## src/rtl/bepc_pkg.sv

```systemverilog
// ----------------------------------------------------------------------------
// Beam event classifier package
// Word types, channel map, thresholds and codes shared by the classifier.
// ----------------------------------------------------------------------------
package bepc_pkg;

	typedef struct packed {
		logic               op;
		logic [5:0]         channel;
		logic signed [23:0] sample_value;
		logic               last_hit;
	} hit_word_t;

	typedef struct packed {
		logic [1:0]         particle_code;
		logic signed [31:0] flight_time_x4;
		logic signed [31:0] act_charge_sum;
	} result_word_t;

	typedef struct packed {
		logic               trigger;
		logic               veto_a;
		logic               veto_b;
		logic               times_ok;
		logic signed [31:0] act_sum;
		logic signed [31:0] up_sum;
		logic signed [31:0] dn_sum;
	} evt_sum_t;

	localparam logic OP_CHARGE = 1'b0;
	localparam logic OP_TIME   = 1'b1;

	localparam logic [5:0] CH_TRIG_A    = 6'd42;
	localparam logic [5:0] CH_TRIG_B    = 6'd43;
	localparam logic [5:0] CH_VETO_A    = 6'd9;
	localparam logic [5:0] CH_VETO_B    = 6'd10;
	localparam logic [5:0] CH_ACT_FIRST = 6'd18;
	localparam logic [5:0] CH_ACT_LAST  = 6'd23;
	localparam logic [5:0] CH_UP_LAST   = 6'd3;
	localparam logic [5:0] CH_DN_LAST   = 6'd7;

	localparam logic signed [23:0] TRIG_FX     = 24'sd4800;
	localparam logic signed [23:0] VETO_A_FX   = 24'sd2400;
	localparam logic signed [23:0] VETO_B_FX   = 24'sd1600;
	localparam logic signed [24:0] BASELINE_FX = 25'sd4000;
	localparam logic signed [24:0] EARLY_FX    = -25'sd1600;

	localparam logic [2:0] COUNT_GOOD = 3'd4;
	localparam logic [2:0] COUNT_MAX  = 3'd7;

	localparam logic [1:0] PCODE_NONE     = 2'd0;
	localparam logic [1:0] PCODE_ELECTRON = 2'd1;
	localparam logic [1:0] PCODE_MUON     = 2'd2;
	localparam logic [1:0] PCODE_PION     = 2'd3;

	localparam logic [2:0] REG_ELECTRON_TOF = 3'd0;
	localparam logic [2:0] REG_ELECTRON_ACT = 3'd1;
	localparam logic [2:0] REG_MUON_TOF     = 3'd2;
	localparam logic [2:0] REG_MUON_ACT     = 3'd3;
	localparam logic [2:0] REG_PION_TOF     = 3'd4;
	localparam logic [2:0] REG_PION_ACT     = 3'd5;
	localparam logic [2:0] REG_CUTS_LOADED  = 3'd6;

	function automatic logic signed [31:0] sat32(input logic signed [32:0] s);
		if (s[32] != s[31]) begin
			sat32 = s[32] ? {1'b1, 31'd0} : {1'b0, {31{1'b1}}};
		end else begin
			sat32 = s[31:0];
		end
	endfunction

endpackage

```

## src/rtl/beam_event_particle_classifier.sv

```systemverilog
// ----------------------------------------------------------------------------
// Beam event particle classifier
// Accumulates the hits of one beam event and classifies it on the last hit.
// ----------------------------------------------------------------------------
// Takes one hit word per cycle with no gaps needed between hits or events,
// set by the saturating accumulate on the input register; a hit with the
// last mark waits there under res_ready back-pressure. Hits without the
// last mark produce nothing; a hit with the last mark produces one result
// word through the input, event summary, flight-time and result registers,
// and the event state is cleared for the next hit. The user must write cut
// windows and cuts_loaded through the cfg port only while no event result
// is pending; the block itself does not enforce this.
module beam_event_particle_classifier (
	input  logic                    clk,
	input  logic                    arst_n,
	input  logic                    hit_valid,
	output logic                    hit_ready,
	input  bepc_pkg::hit_word_t     hit,
	output logic                    res_valid,
	input  logic                    res_ready,
	output bepc_pkg::result_word_t  res,
	input  logic                    cfg_valid,
	output logic                    cfg_ready,
	input  logic [2:0]              cfg_index,
	input  logic [63:0]             cfg_data
);

	logic [63:0] e_tof_q, e_act_q, m_tof_q, m_act_q, p_tof_q, p_act_q;
	logic        cuts_q;

	logic                   valid_s1, valid_s2, valid_s3, res_valid_q;
	bepc_pkg::hit_word_t    hit_s1;
	bepc_pkg::evt_sum_t     evt_s2, summary;
	logic signed [31:0]     ftx4_s3, act_s3;
	logic                   elig_s3;
	bepc_pkg::result_word_t res_q;

	logic               take_out, take3, take2, take1, adv3, adv2, adv1;
	logic signed [31:0] ftx4_n;
	logic [1:0]         code_n;

	function automatic logic tof_in(input logic signed [31:0] v, input logic [63:0] win);
		logic signed [33:0] lo4, hi4, vx;
		lo4 = {win[31:0], 2'b00};
		hi4 = {win[63:32], 2'b00};
		vx  = {v[31], v[31], v};
		tof_in = vx >= lo4 && vx <= hi4;
	endfunction

	function automatic logic act_in(input logic signed [31:0] v, input logic [63:0] win);
		logic signed [31:0] lo, hi;
		lo = win[31:0];
		hi = win[63:32];
		act_in = v >= lo && v <= hi;
	endfunction

	assign take_out  = !res_valid_q || res_ready;
	assign adv3      = valid_s3 && take_out;
	assign take3     = !valid_s3 || take_out;
	assign adv2      = valid_s2 && take3;
	assign take2     = !valid_s2 || take3;
	assign adv1      = valid_s1 && (!hit_s1.last_hit || take2);
	assign take1     = !valid_s1 || adv1;
	assign hit_ready = take1;
	assign cfg_ready = 1'b1;
	assign res_valid = res_valid_q;
	assign res       = res_q;

	bepc_accum u_accum (
		.clk     (clk),
		.arst_n  (arst_n),
		.hit     (hit_s1),
		.fire    (adv1),
		.summary (summary)
	);

	always_ff @(posedge clk or negedge arst_n) begin
		if (!arst_n) begin
			e_tof_q <= '0;
			e_act_q <= '0;
			m_tof_q <= '0;
			m_act_q <= '0;
			p_tof_q <= '0;
			p_act_q <= '0;
			cuts_q  <= 1'b0;
		end else if (cfg_valid) begin
			case (cfg_index)
				bepc_pkg::REG_ELECTRON_TOF: e_tof_q <= cfg_data;
				bepc_pkg::REG_ELECTRON_ACT: e_act_q <= cfg_data;
				bepc_pkg::REG_MUON_TOF:     m_tof_q <= cfg_data;
				bepc_pkg::REG_MUON_ACT:     m_act_q <= cfg_data;
				bepc_pkg::REG_PION_TOF:     p_tof_q <= cfg_data;
				bepc_pkg::REG_PION_ACT:     p_act_q <= cfg_data;
				bepc_pkg::REG_CUTS_LOADED:  cuts_q  <= cfg_data[0];
				default: ;
			endcase
		end
	end

	always_comb begin
		ftx4_n = evt_s2.times_ok
			? bepc_pkg::sat32({evt_s2.dn_sum[31], evt_s2.dn_sum}
				- {evt_s2.up_sum[31], evt_s2.up_sum})
			: '0;
		code_n = bepc_pkg::PCODE_NONE;
		if (elig_s3 && cuts_q) begin
			if (tof_in(ftx4_s3, e_tof_q) && act_in(act_s3, e_act_q)) begin
				code_n = bepc_pkg::PCODE_ELECTRON;
			end else if (tof_in(ftx4_s3, m_tof_q) && act_in(act_s3, m_act_q)) begin
				code_n = bepc_pkg::PCODE_MUON;
			end else if (tof_in(ftx4_s3, p_tof_q) && act_in(act_s3, p_act_q)) begin
				code_n = bepc_pkg::PCODE_PION;
			end
		end
	end

	always_ff @(posedge clk or negedge arst_n) begin
		if (!arst_n) begin
			valid_s1    <= 1'b0;
			valid_s2    <= 1'b0;
			valid_s3    <= 1'b0;
			res_valid_q <= 1'b0;
		end else begin
			if (take1) valid_s1 <= hit_valid;
			if (take2) valid_s2 <= adv1 && hit_s1.last_hit;
			if (take3) valid_s3 <= adv2;
			if (take_out) res_valid_q <= adv3;
		end
	end

	always_ff @(posedge clk) begin
		if (take1 && hit_valid) hit_s1 <= hit;
		if (take2 && adv1 && hit_s1.last_hit) evt_s2 <= summary;
		if (adv2) begin
			ftx4_s3 <= ftx4_n;
			act_s3  <= evt_s2.act_sum;
			elig_s3 <= evt_s2.times_ok && evt_s2.trigger && !evt_s2.veto_a
				&& !evt_s2.veto_b && !evt_s2.act_sum[31];
		end
		if (adv3) begin
			res_q.particle_code  <= code_n;
			res_q.flight_time_x4 <= ftx4_s3;
			res_q.act_charge_sum <= act_s3;
		end
	end

	a_code_needs_cuts: assert property (@(posedge clk) disable iff (!arst_n)
		res_valid && res.particle_code != bepc_pkg::PCODE_NONE |-> cuts_q)
		else $error("particle code without loaded cuts");

	a_code_needs_charge: assert property (@(posedge clk) disable iff (!arst_n)
		res_valid && res.particle_code != bepc_pkg::PCODE_NONE |-> !res.act_charge_sum[31])
		else $error("particle code with negative ACT sum");

	a_plain_hit_moves: assert property (@(posedge clk) disable iff (!arst_n)
		valid_s1 && !hit_s1.last_hit |-> adv1)
		else $error("non-last hit word held in input register");

	a_result_follows_s3: assert property (@(posedge clk) disable iff (!arst_n)
		adv3 |=> res_valid)
		else $error("result register did not load");

endmodule

```

## src/rtl/bepc_accum.sv

```systemverilog
// ----------------------------------------------------------------------------
// Beam event accumulator
// Per-event flags, saturating ACT and timing sums and early hit counts.
// ----------------------------------------------------------------------------
module bepc_accum (
	input  logic                 clk,
	input  logic                 arst_n,
	input  bepc_pkg::hit_word_t  hit,
	input  logic                 fire,
	output bepc_pkg::evt_sum_t   summary
);

	logic               trigger_q, veto_a_q, veto_b_q;
	logic signed [31:0] act_q, up_sum_q, dn_sum_q;
	logic [2:0]         up_cnt_q, dn_cnt_q;

	logic               is_charge, early, act_hit, up_hit, dn_hit;
	logic signed [24:0] t_rel;
	logic signed [32:0] act_add, up_add, dn_add;
	logic               trig_n, veto_a_n, veto_b_n;
	logic signed [31:0] act_n, up_sum_n, dn_sum_n;
	logic [2:0]         up_cnt_n, dn_cnt_n;

	always_comb begin
		is_charge = hit.op == bepc_pkg::OP_CHARGE;
		t_rel     = {hit.sample_value[23], hit.sample_value} - bepc_pkg::BASELINE_FX;
		early     = !is_charge && (t_rel < bepc_pkg::EARLY_FX);
		act_hit   = is_charge && hit.channel >= bepc_pkg::CH_ACT_FIRST
			&& hit.channel <= bepc_pkg::CH_ACT_LAST;
		up_hit    = early && hit.channel <= bepc_pkg::CH_UP_LAST;
		dn_hit    = early && hit.channel > bepc_pkg::CH_UP_LAST
			&& hit.channel <= bepc_pkg::CH_DN_LAST;

		trig_n   = trigger_q || (is_charge && (hit.channel == bepc_pkg::CH_TRIG_A
			|| hit.channel == bepc_pkg::CH_TRIG_B) && hit.sample_value > bepc_pkg::TRIG_FX);
		veto_a_n = veto_a_q || (is_charge && hit.channel == bepc_pkg::CH_VETO_A
			&& hit.sample_value > bepc_pkg::VETO_A_FX);
		veto_b_n = veto_b_q || (is_charge && hit.channel == bepc_pkg::CH_VETO_B
			&& hit.sample_value > bepc_pkg::VETO_B_FX);

		act_add = {act_q[31], act_q} + {{9{hit.sample_value[23]}}, hit.sample_value};
		up_add  = {up_sum_q[31], up_sum_q} + {{8{t_rel[24]}}, t_rel};
		dn_add  = {dn_sum_q[31], dn_sum_q} + {{8{t_rel[24]}}, t_rel};

		act_n    = act_hit ? bepc_pkg::sat32(act_add) : act_q;
		up_sum_n = up_hit ? bepc_pkg::sat32(up_add) : up_sum_q;
		dn_sum_n = dn_hit ? bepc_pkg::sat32(dn_add) : dn_sum_q;
		up_cnt_n = (up_hit && up_cnt_q != bepc_pkg::COUNT_MAX) ? up_cnt_q + 3'd1 : up_cnt_q;
		dn_cnt_n = (dn_hit && dn_cnt_q != bepc_pkg::COUNT_MAX) ? dn_cnt_q + 3'd1 : dn_cnt_q;

		summary.trigger  = trig_n;
		summary.veto_a   = veto_a_n;
		summary.veto_b   = veto_b_n;
		summary.times_ok = up_cnt_n == bepc_pkg::COUNT_GOOD && dn_cnt_n == bepc_pkg::COUNT_GOOD;
		summary.act_sum  = act_n;
		summary.up_sum   = up_sum_n;
		summary.dn_sum   = dn_sum_n;
	end

	always_ff @(posedge clk or negedge arst_n) begin
		if (!arst_n) begin
			trigger_q <= 1'b0;
			veto_a_q  <= 1'b0;
			veto_b_q  <= 1'b0;
			act_q     <= '0;
			up_sum_q  <= '0;
			dn_sum_q  <= '0;
			up_cnt_q  <= '0;
			dn_cnt_q  <= '0;
		end else if (fire) begin
			if (hit.last_hit) begin
				// clear for the next event
				trigger_q <= 1'b0;
				veto_a_q  <= 1'b0;
				veto_b_q  <= 1'b0;
				act_q     <= '0;
				up_sum_q  <= '0;
				dn_sum_q  <= '0;
				up_cnt_q  <= '0;
				dn_cnt_q  <= '0;
			end else begin
				trigger_q <= trig_n;
				veto_a_q  <= veto_a_n;
				veto_b_q  <= veto_b_n;
				act_q     <= act_n;
				up_sum_q  <= up_sum_n;
				dn_sum_q  <= dn_sum_n;
				up_cnt_q  <= up_cnt_n;
				dn_cnt_q  <= dn_cnt_n;
			end
		end
	end

endmodule
```

## config.mk

```make
export PLATFORM = sky130hd
export DESIGN_NAME = beam_event_particle_classifier
export DESIGN_NICKNAME = d
export VERILOG_FILES = /design/src/rtl/bepc_pkg.sv /design/src/rtl/beam_event_particle_classifier.sv /design/src/rtl/bepc_accum.sv
export SDC_FILE = /design/constraint.sdc
export NUM_CORES = 2
export LEC_CHECK = 0
export BUFFER_PORTS_ARGS = -buffer_cell sky130_fd_sc_hd__buf_2
export CORE_MARGIN = 4
export CORE_UTILIZATION = 55
export CTS_BUF_LIST = sky130_fd_sc_hd__clkbuf_4 sky130_fd_sc_hd__clkbuf_8
export DETAILED_ROUTE_END_ITERATION = 16
export HOLD_SLACK_MARGIN = 0.1
export PLACE_DENSITY = 0.81
export SETUP_SLACK_MARGIN = 0.05
export SYNTH_ARGS = -nofsm -noshare
export SYNTH_HDL_FRONTEND = slang
export SYNTH_HIERARCHICAL = 1
export SYNTH_SLANG_ARGS = --single-unit
```

## constraint.sdc

```tcl
create_clock -name clk -period 5.1 [get_ports clk]
set_input_delay 0.51 -clock clk [delete_from_list [all_inputs] [get_ports clk]]
set_output_delay 0.51 -clock clk [all_outputs]
set_load 0.02 [all_outputs]
```

Yosys cells after proc, flatten, opt, wreduce, memory -nomap -nowiden. Cells that the tools add are included.

Add/sub/neg operators: 7. Magnitude comparators: 21. Eq/ne operators: 18. Mux-type cells: 24. Bitwise operators: 2. Reduce and logical (&&, ||, !) cells: 62.

Operators by type and width (number): 2-to-1 mux 32 bit (14); >= comparator 32 x 34 -> 1 bit (3); less-or-equal comparator 32 x 34 -> 1 bit (3); >= comparator 32 bit (3); less-or-equal comparator 32 bit (3); adder 32 x 25 -> 33 bit (2); logical AND 1 bit (36); adder 32 x 24 -> 33 bit (1); subtractor 32 x 32 -> 33 bit (1); < comparator 25 x 12 -> 1 bit, second input constant (1); subtractor 24 x 13 -> 25 bit, second input constant (1); greater-than comparator 24 x 12 -> 1 bit, second input constant (1); greater-than comparator 24 x 13 -> 1 bit, second input constant (1); greater-than comparator 24 x 14 -> 1 bit, second input constant (1); equality test 3 bit, second input constant (5); AND reduction 2 bit (7); equality test 6 x 4 -> 1 bit, second input constant (2); equality test 6 bit, second input constant (2); 2-to-1 mux 3 bit (4); logical OR 1 bit (9); zero test 1 bit (8); adder 3 x 1 -> 3 bit, second input constant (2); equality test 3 x 2 -> 1 bit, second input constant (2); >= comparator 6 x 5 -> 1 bit, second input constant (1); 12 further kinds (21).

Flip-flop bits (word level): 757. Bits of input ports: 104.

Depth between registers and ports, before layout.
Word-level depth: 9. Mapped depth: 20. Depth with buffers taken out: 16.

By module. Netlist, hierarchy kept.

Modules (own cells, without submodules): beam_event_particle_classifier (instances 1, cells each 3032, area each 33513.4 um^2, sequential area each 17631.9 um^2); bepc_accum (instances 1, cells each 1596, area each 12366.9 um^2, sequential area each 2627.5 um^2).

Worst setup path after synthesis. No wires, ideal clock.

Path type: register to register. Start: register res_valid_q (netlist: res_valid). End: register evt_s2[0] in the netlist's numbering, enable pin. Library setup time: 0.559 ns. Arrival: 5.003 ns. Path slack: -0.462 ns. Cell stages (with the launch flop): 4. Buffers on the path: 0. Period minus slack after synthesis: 5.562 ns. Cells stage by stage: dfrtp_1 -> nor2b_1 -> and3_1 -> nor2_1.

Word-level cells in the longest chain between the ends: 8.

Ends and longest elaborated chain: start, declared (RTL line beam_event_particle_classifier.sv:31) `logic valid_s1, valid_s2, valid_s3, res_valid_q;`; start signal, assigned (RTL line beam_event_particle_classifier.sv:127) `if (take_out) res_valid_q <= adv3;`; zero test 1 bit (*) (RTL line beam_event_particle_classifier.sv:57) `assign take_out = !res_valid_q || res_ready;`; logical OR 1 bit (*) (RTL line beam_event_particle_classifier.sv:57); logical OR 1 bit (*) (RTL line beam_event_particle_classifier.sv:59) `assign take3 = !valid_s3 || take_out;`; logical OR 1 bit (*) (RTL line beam_event_particle_classifier.sv:61) `assign take2 = !valid_s2 || take3;`; logical OR 1 bit (RTL line beam_event_particle_classifier.sv:62) `assign adv1 = valid_s1 && (!hit_s1.last_hit || take2);`; logical AND 1 bit (RTL line beam_event_particle_classifier.sv:62); logical AND 1 bit (*) (2 in a row) (RTL line beam_event_particle_classifier.sv:133) `if (take2 && adv1 && hit_s1.last_hit) evt_s2 <= summary;`; end signal, assigned (RTL line beam_event_particle_classifier.sv:133); end, declared (RTL line beam_event_particle_classifier.sv:33) `bepc_pkg::evt_sum_t evt_s2, summary;`.

Mark *: on every way between the ends. The rest lies on a longest branch, timed or not. A chain may end at the register's enable or synchronous reset.

==> results.sh <==
export IMPL_criticalPathCategory="flip-flop to flip-flop"
export IMPL_crit_required_ns=5.61
export IMPL_ir_worst_vdd_mv=0.240
export IMPL_drv_cap=0
export IMPL_grt_overflow_total=0
export IMPL_timing_final_crit_share=0.949
export IMPL_grt_first_pass_wirelength_mm=206
export IMPL_wl_met2_mm=61.3
export IMPL_wl_met1_mm=53.8
export IMPL_grt_max_degree=143
export IMPL_drc=0
export IMPL_internal_power_mw=12.4
export IMPL_h_tree_depth=4
export IMPL_post_dp_cell_area_um2=48000
export IMPL_area_growth_pct=13.1
export IMPL_power_leakage_nw=23.8
export IMPL_switching_share=0.315
export IMPL_setup_viol=0
export IMPL_worst_setup_path_start_kind="flip-flop"
export IMPL_arrival_ns=5.35
export IMPL_dieHeight_um=297
export IMPL_status="finished, final reports clean"
export IMPL_grt_pass1_vias=37200
export IMPL_cts_made_buffers=130
export IMPL_clock_path_buffers=3
export IMPL_gp_congestion=0.954
export IMPL_cts_root_buffer="clkbuf_8"
export IMPL_syn_instance_count=4628
export IMPL_clock_latency_ns=0.79
export IMPL_powerDensity_nw_per_um2=349
export IMPL_yosys_register_bits=757
export IMPL_synth_edf_count=263
export IMPL_start_util=0.557
export IMPL_seq_area_frac_synth=0.442
export IMPL_grt_usage=0.295
export IMPL_yosysWarnings=6
export IMPL_p_seq_frac=0.424
export IMPL_core_area_um2=82400
export IMPL_layout_cells_most_common="ha_1"
export IMPL_detailroute_wirelength_met3_mm=9.04
export IMPL_synthesis_area_um2=45900
export IMPL_drtPass1Iterations=6
export IMPL_syn_avg_cell_area_um2=9.91
export IMPL_antenna_found_initial=2
export IMPL_ant_nets=0
export IMPL_drive_gt1_frac=0.143
export IMPL_switchingPower_mw=5.71
export IMPL_synth_ff_type="dfrtp_1"
export IMPL_rows=105
export IMPL_highest_layer="met5"
export IMPL_drt_iter0_markers=3367
export IMPL_maxSlewViolCount=0
export IMPL_io_pins=173
export IMPL_endpoint_kind="flip-flop"
export IMPL_worstPathMaxFanout=29
export IMPL_die_area_um2=88100
export IMPL_hold_class="input port to flip-flop"
export IMPL_pwr_share_clk=0.332
export IMPL_die_w_um=297
export IMPL_final_area_um2=51900
export IMPL_wl_mm=132
export IMPL_hpwl_mm=94.1
export IMPL_synth_net_count=5255
export IMPL_fin_crit_ns=4.84
export IMPL_clkSlewWorstSetupHoldPaths_ns=0.06
export IMPL_detailroute_via_count=37300
export IMPL_finalClockSkew_ns=0.0457
export IMPL_rsz0062_at_grt="false"
export IMPL_pwr_share_comb=0.244
export IMPL_synth_cell_types=114
export IMPL_via_per_inst=6.10
export IMPL_io_buffers=171
export IMPL_fin_nets=5558
export IMPL_avgRoutedWirePerCell_um=21.5
export IMPL_finalSetupTns_ns=0
export IMPL_maxSlewHeadroom=0.222
export IMPL_async_flop_share=0.653
export IMPL_cts_tree="done"
export IMPL_final_cell_mix="519 x ha_1, 494 x dfrtp_1, 468 x inv_1"
export IMPL_max_clock_freq_mhz=207
export IMPL_hold_viol=0
export IMPL_cts_sinks=757
export IMPL_worst_pin_slew_ns=1.14
[logic make-up (layout without fill, tap and decap cells)]
| family | Yosys count | in the layout | share of synthesized area |
|---|---|---|---|
| AO/OA/AOI/OAI | 1318 | 1318 | 0.175 |
| XOR/XNOR | 128 | 128 | 0.0250 |
| adder cells (fa/ha/maj) | 552 | 552 | 0.150 |
| buffers and inverters | 645 | 1056 | 0.0557 |
| flip-flops | 757 | 757 | 0.442 |
| multiplexers | 179 | 179 | 0.0440 |
| other | 1 | 3 | 0.0000817 |
| AND/OR/NAND/NOR | 1048 | 1048 | 0.109 |
[worst paths after layout]
path                              startpoint          endpoint  slack (ns)  cells past startpoint
worst max-delay path              hit_s1[10]        evt_s2[30]        0.26                     14
worst min-delay path            cfg_index[2]            cuts_q        0.23                      3
worst max register to register    hit_s1[10]        evt_s2[30]        0.26                     14
worst min register to register    evt_s2[88]        act_s3[24]        0.41                      0
max in group asynchronous             arst_n  u_accum/veto_a_q        3.37                      3
min in group asynchronous             arst_n        p_tof_q[9]        0.29                      2
[layer usage]
metal	vias up	GRT usage
met5	-	0
met4	2	0.159
met3	436	0.0540
met2	1581	0.476
met1	18000	0.379
li1	17200	-
[worst max-delay path, stage by stage, from the launching register on]
cell and delay, ns:
edfxtp_1 0.65, nand4_1 0.27, nor2_1 0.20, xor2_1 0.51
ha_1 0.41, a211o_1 0.28, o22a_1 0.24, a211oi_1 0.45
nor4bb_1 0.16, buf_4 0.18, nor3_2 0.29, nor2_2 0.09
buf_12 0.18, maj3_1 0.40, mux2_4 0.27
[power groups by stage]
stage | combinational [mW] | clock (mW) | sequential (mW)
global route | 4.97 | 6.36 | 7.75
CTS | 4.36 | 6.08 | 7.67
global placement | 4.04 | 0 | 7.74
detailed placement | 4.24 | 0 | 7.78
floorplan | 3.02 | 0 | 7.63
finish | 4.42 | 6.01 | 7.69
[cell usage after synthesis, drive strengths merged, types with 15 or more instances]
master / number / area (um^2)
xor2: 59 / 517
mux2: 167 / 1900
nor4: 16 / 121
clkbuf: 128 / 482
a21oi: 364 / 1830
nand3: 96 / 485
o21a: 25 / 188
nor2b: 37 / 231
xnor2: 69 / 631
o21ai: 485 / 2440
and3: 19 / 121
a21o: 123 / 926
o31ai: 15 / 136
nand4: 95 / 594
maj3: 29 / 290
inv: 468 / 1760
nand2: 456 / 1710
and2: 19 / 121
nor2: 176 / 661
nor3: 38 / 195
o211ai: 53 / 408
o21bai: 19 / 143
a31oi: 34 / 228
a211oi: 46 / 380
dfrtp: 494 / 12400
o2111ai: 21 / 184
buf: 49 / 317
ha: 519 / 6490
a21boi: 17 / 128
edfxtp: 263 / 7900
[registers in the layout, indices dropped and copies added (netlist names), 3 cells and up]
name,count
m_act_q,64
res,66
p_tof_q,64
u_accum/act_q,32
e_act_q,64
p_act_q,64
evt_s2,100
ftx4_s3,32
u_accum/dn_cnt_q,3
hit_s1,32
u_accum/up_sum_q,32
u_accum/up_cnt_q,3
e_tof_q,64
m_tof_q,64
u_accum/dn_sum_q,32
act_s3,32
[timing repair]
item                       4_1_cts  5_1_grt
setup endpoints to repair        0       56
hold endpoints to repair       453        0
buffers inserted                 0        3
hold buffers                    99        0
resized for setup                0        4
[cell type report]
| type | instances | area, um^2 |
|---|---|---|
| antenna | 2 | 5.00 |
| multi-input combinational | 3226 | 23200 |
| tap | 1070 | 1340 |
| timing repair buffer | 348 | 2530 |
| fill | 6377 | 30500 |
| clock inverter | 41 | 413 |
| sequential | 757 | 20300 |
| inverter | 468 | 1760 |
| clock buffer | 199 | 2430 |
[per-stage QoR]
stage                     utilization  instances  hold slack (ns)  setup slack [ns]  power (mW)
after detailed placement        0.583       5767            0.405             0.127        12.0
after global placement          0.583       5767            0.401             0.232        11.8
final                           0.630       6111            0.232             0.260        18.1
after CTS                       0.630       6106            0.171            0.0754        18.1
after global routing            0.630       6110            0.202            0.0531        19.1
after floorplan                     -       4628            0.214             0.398        10.6
Note: power is estimated with default switching activity, not from simulation.
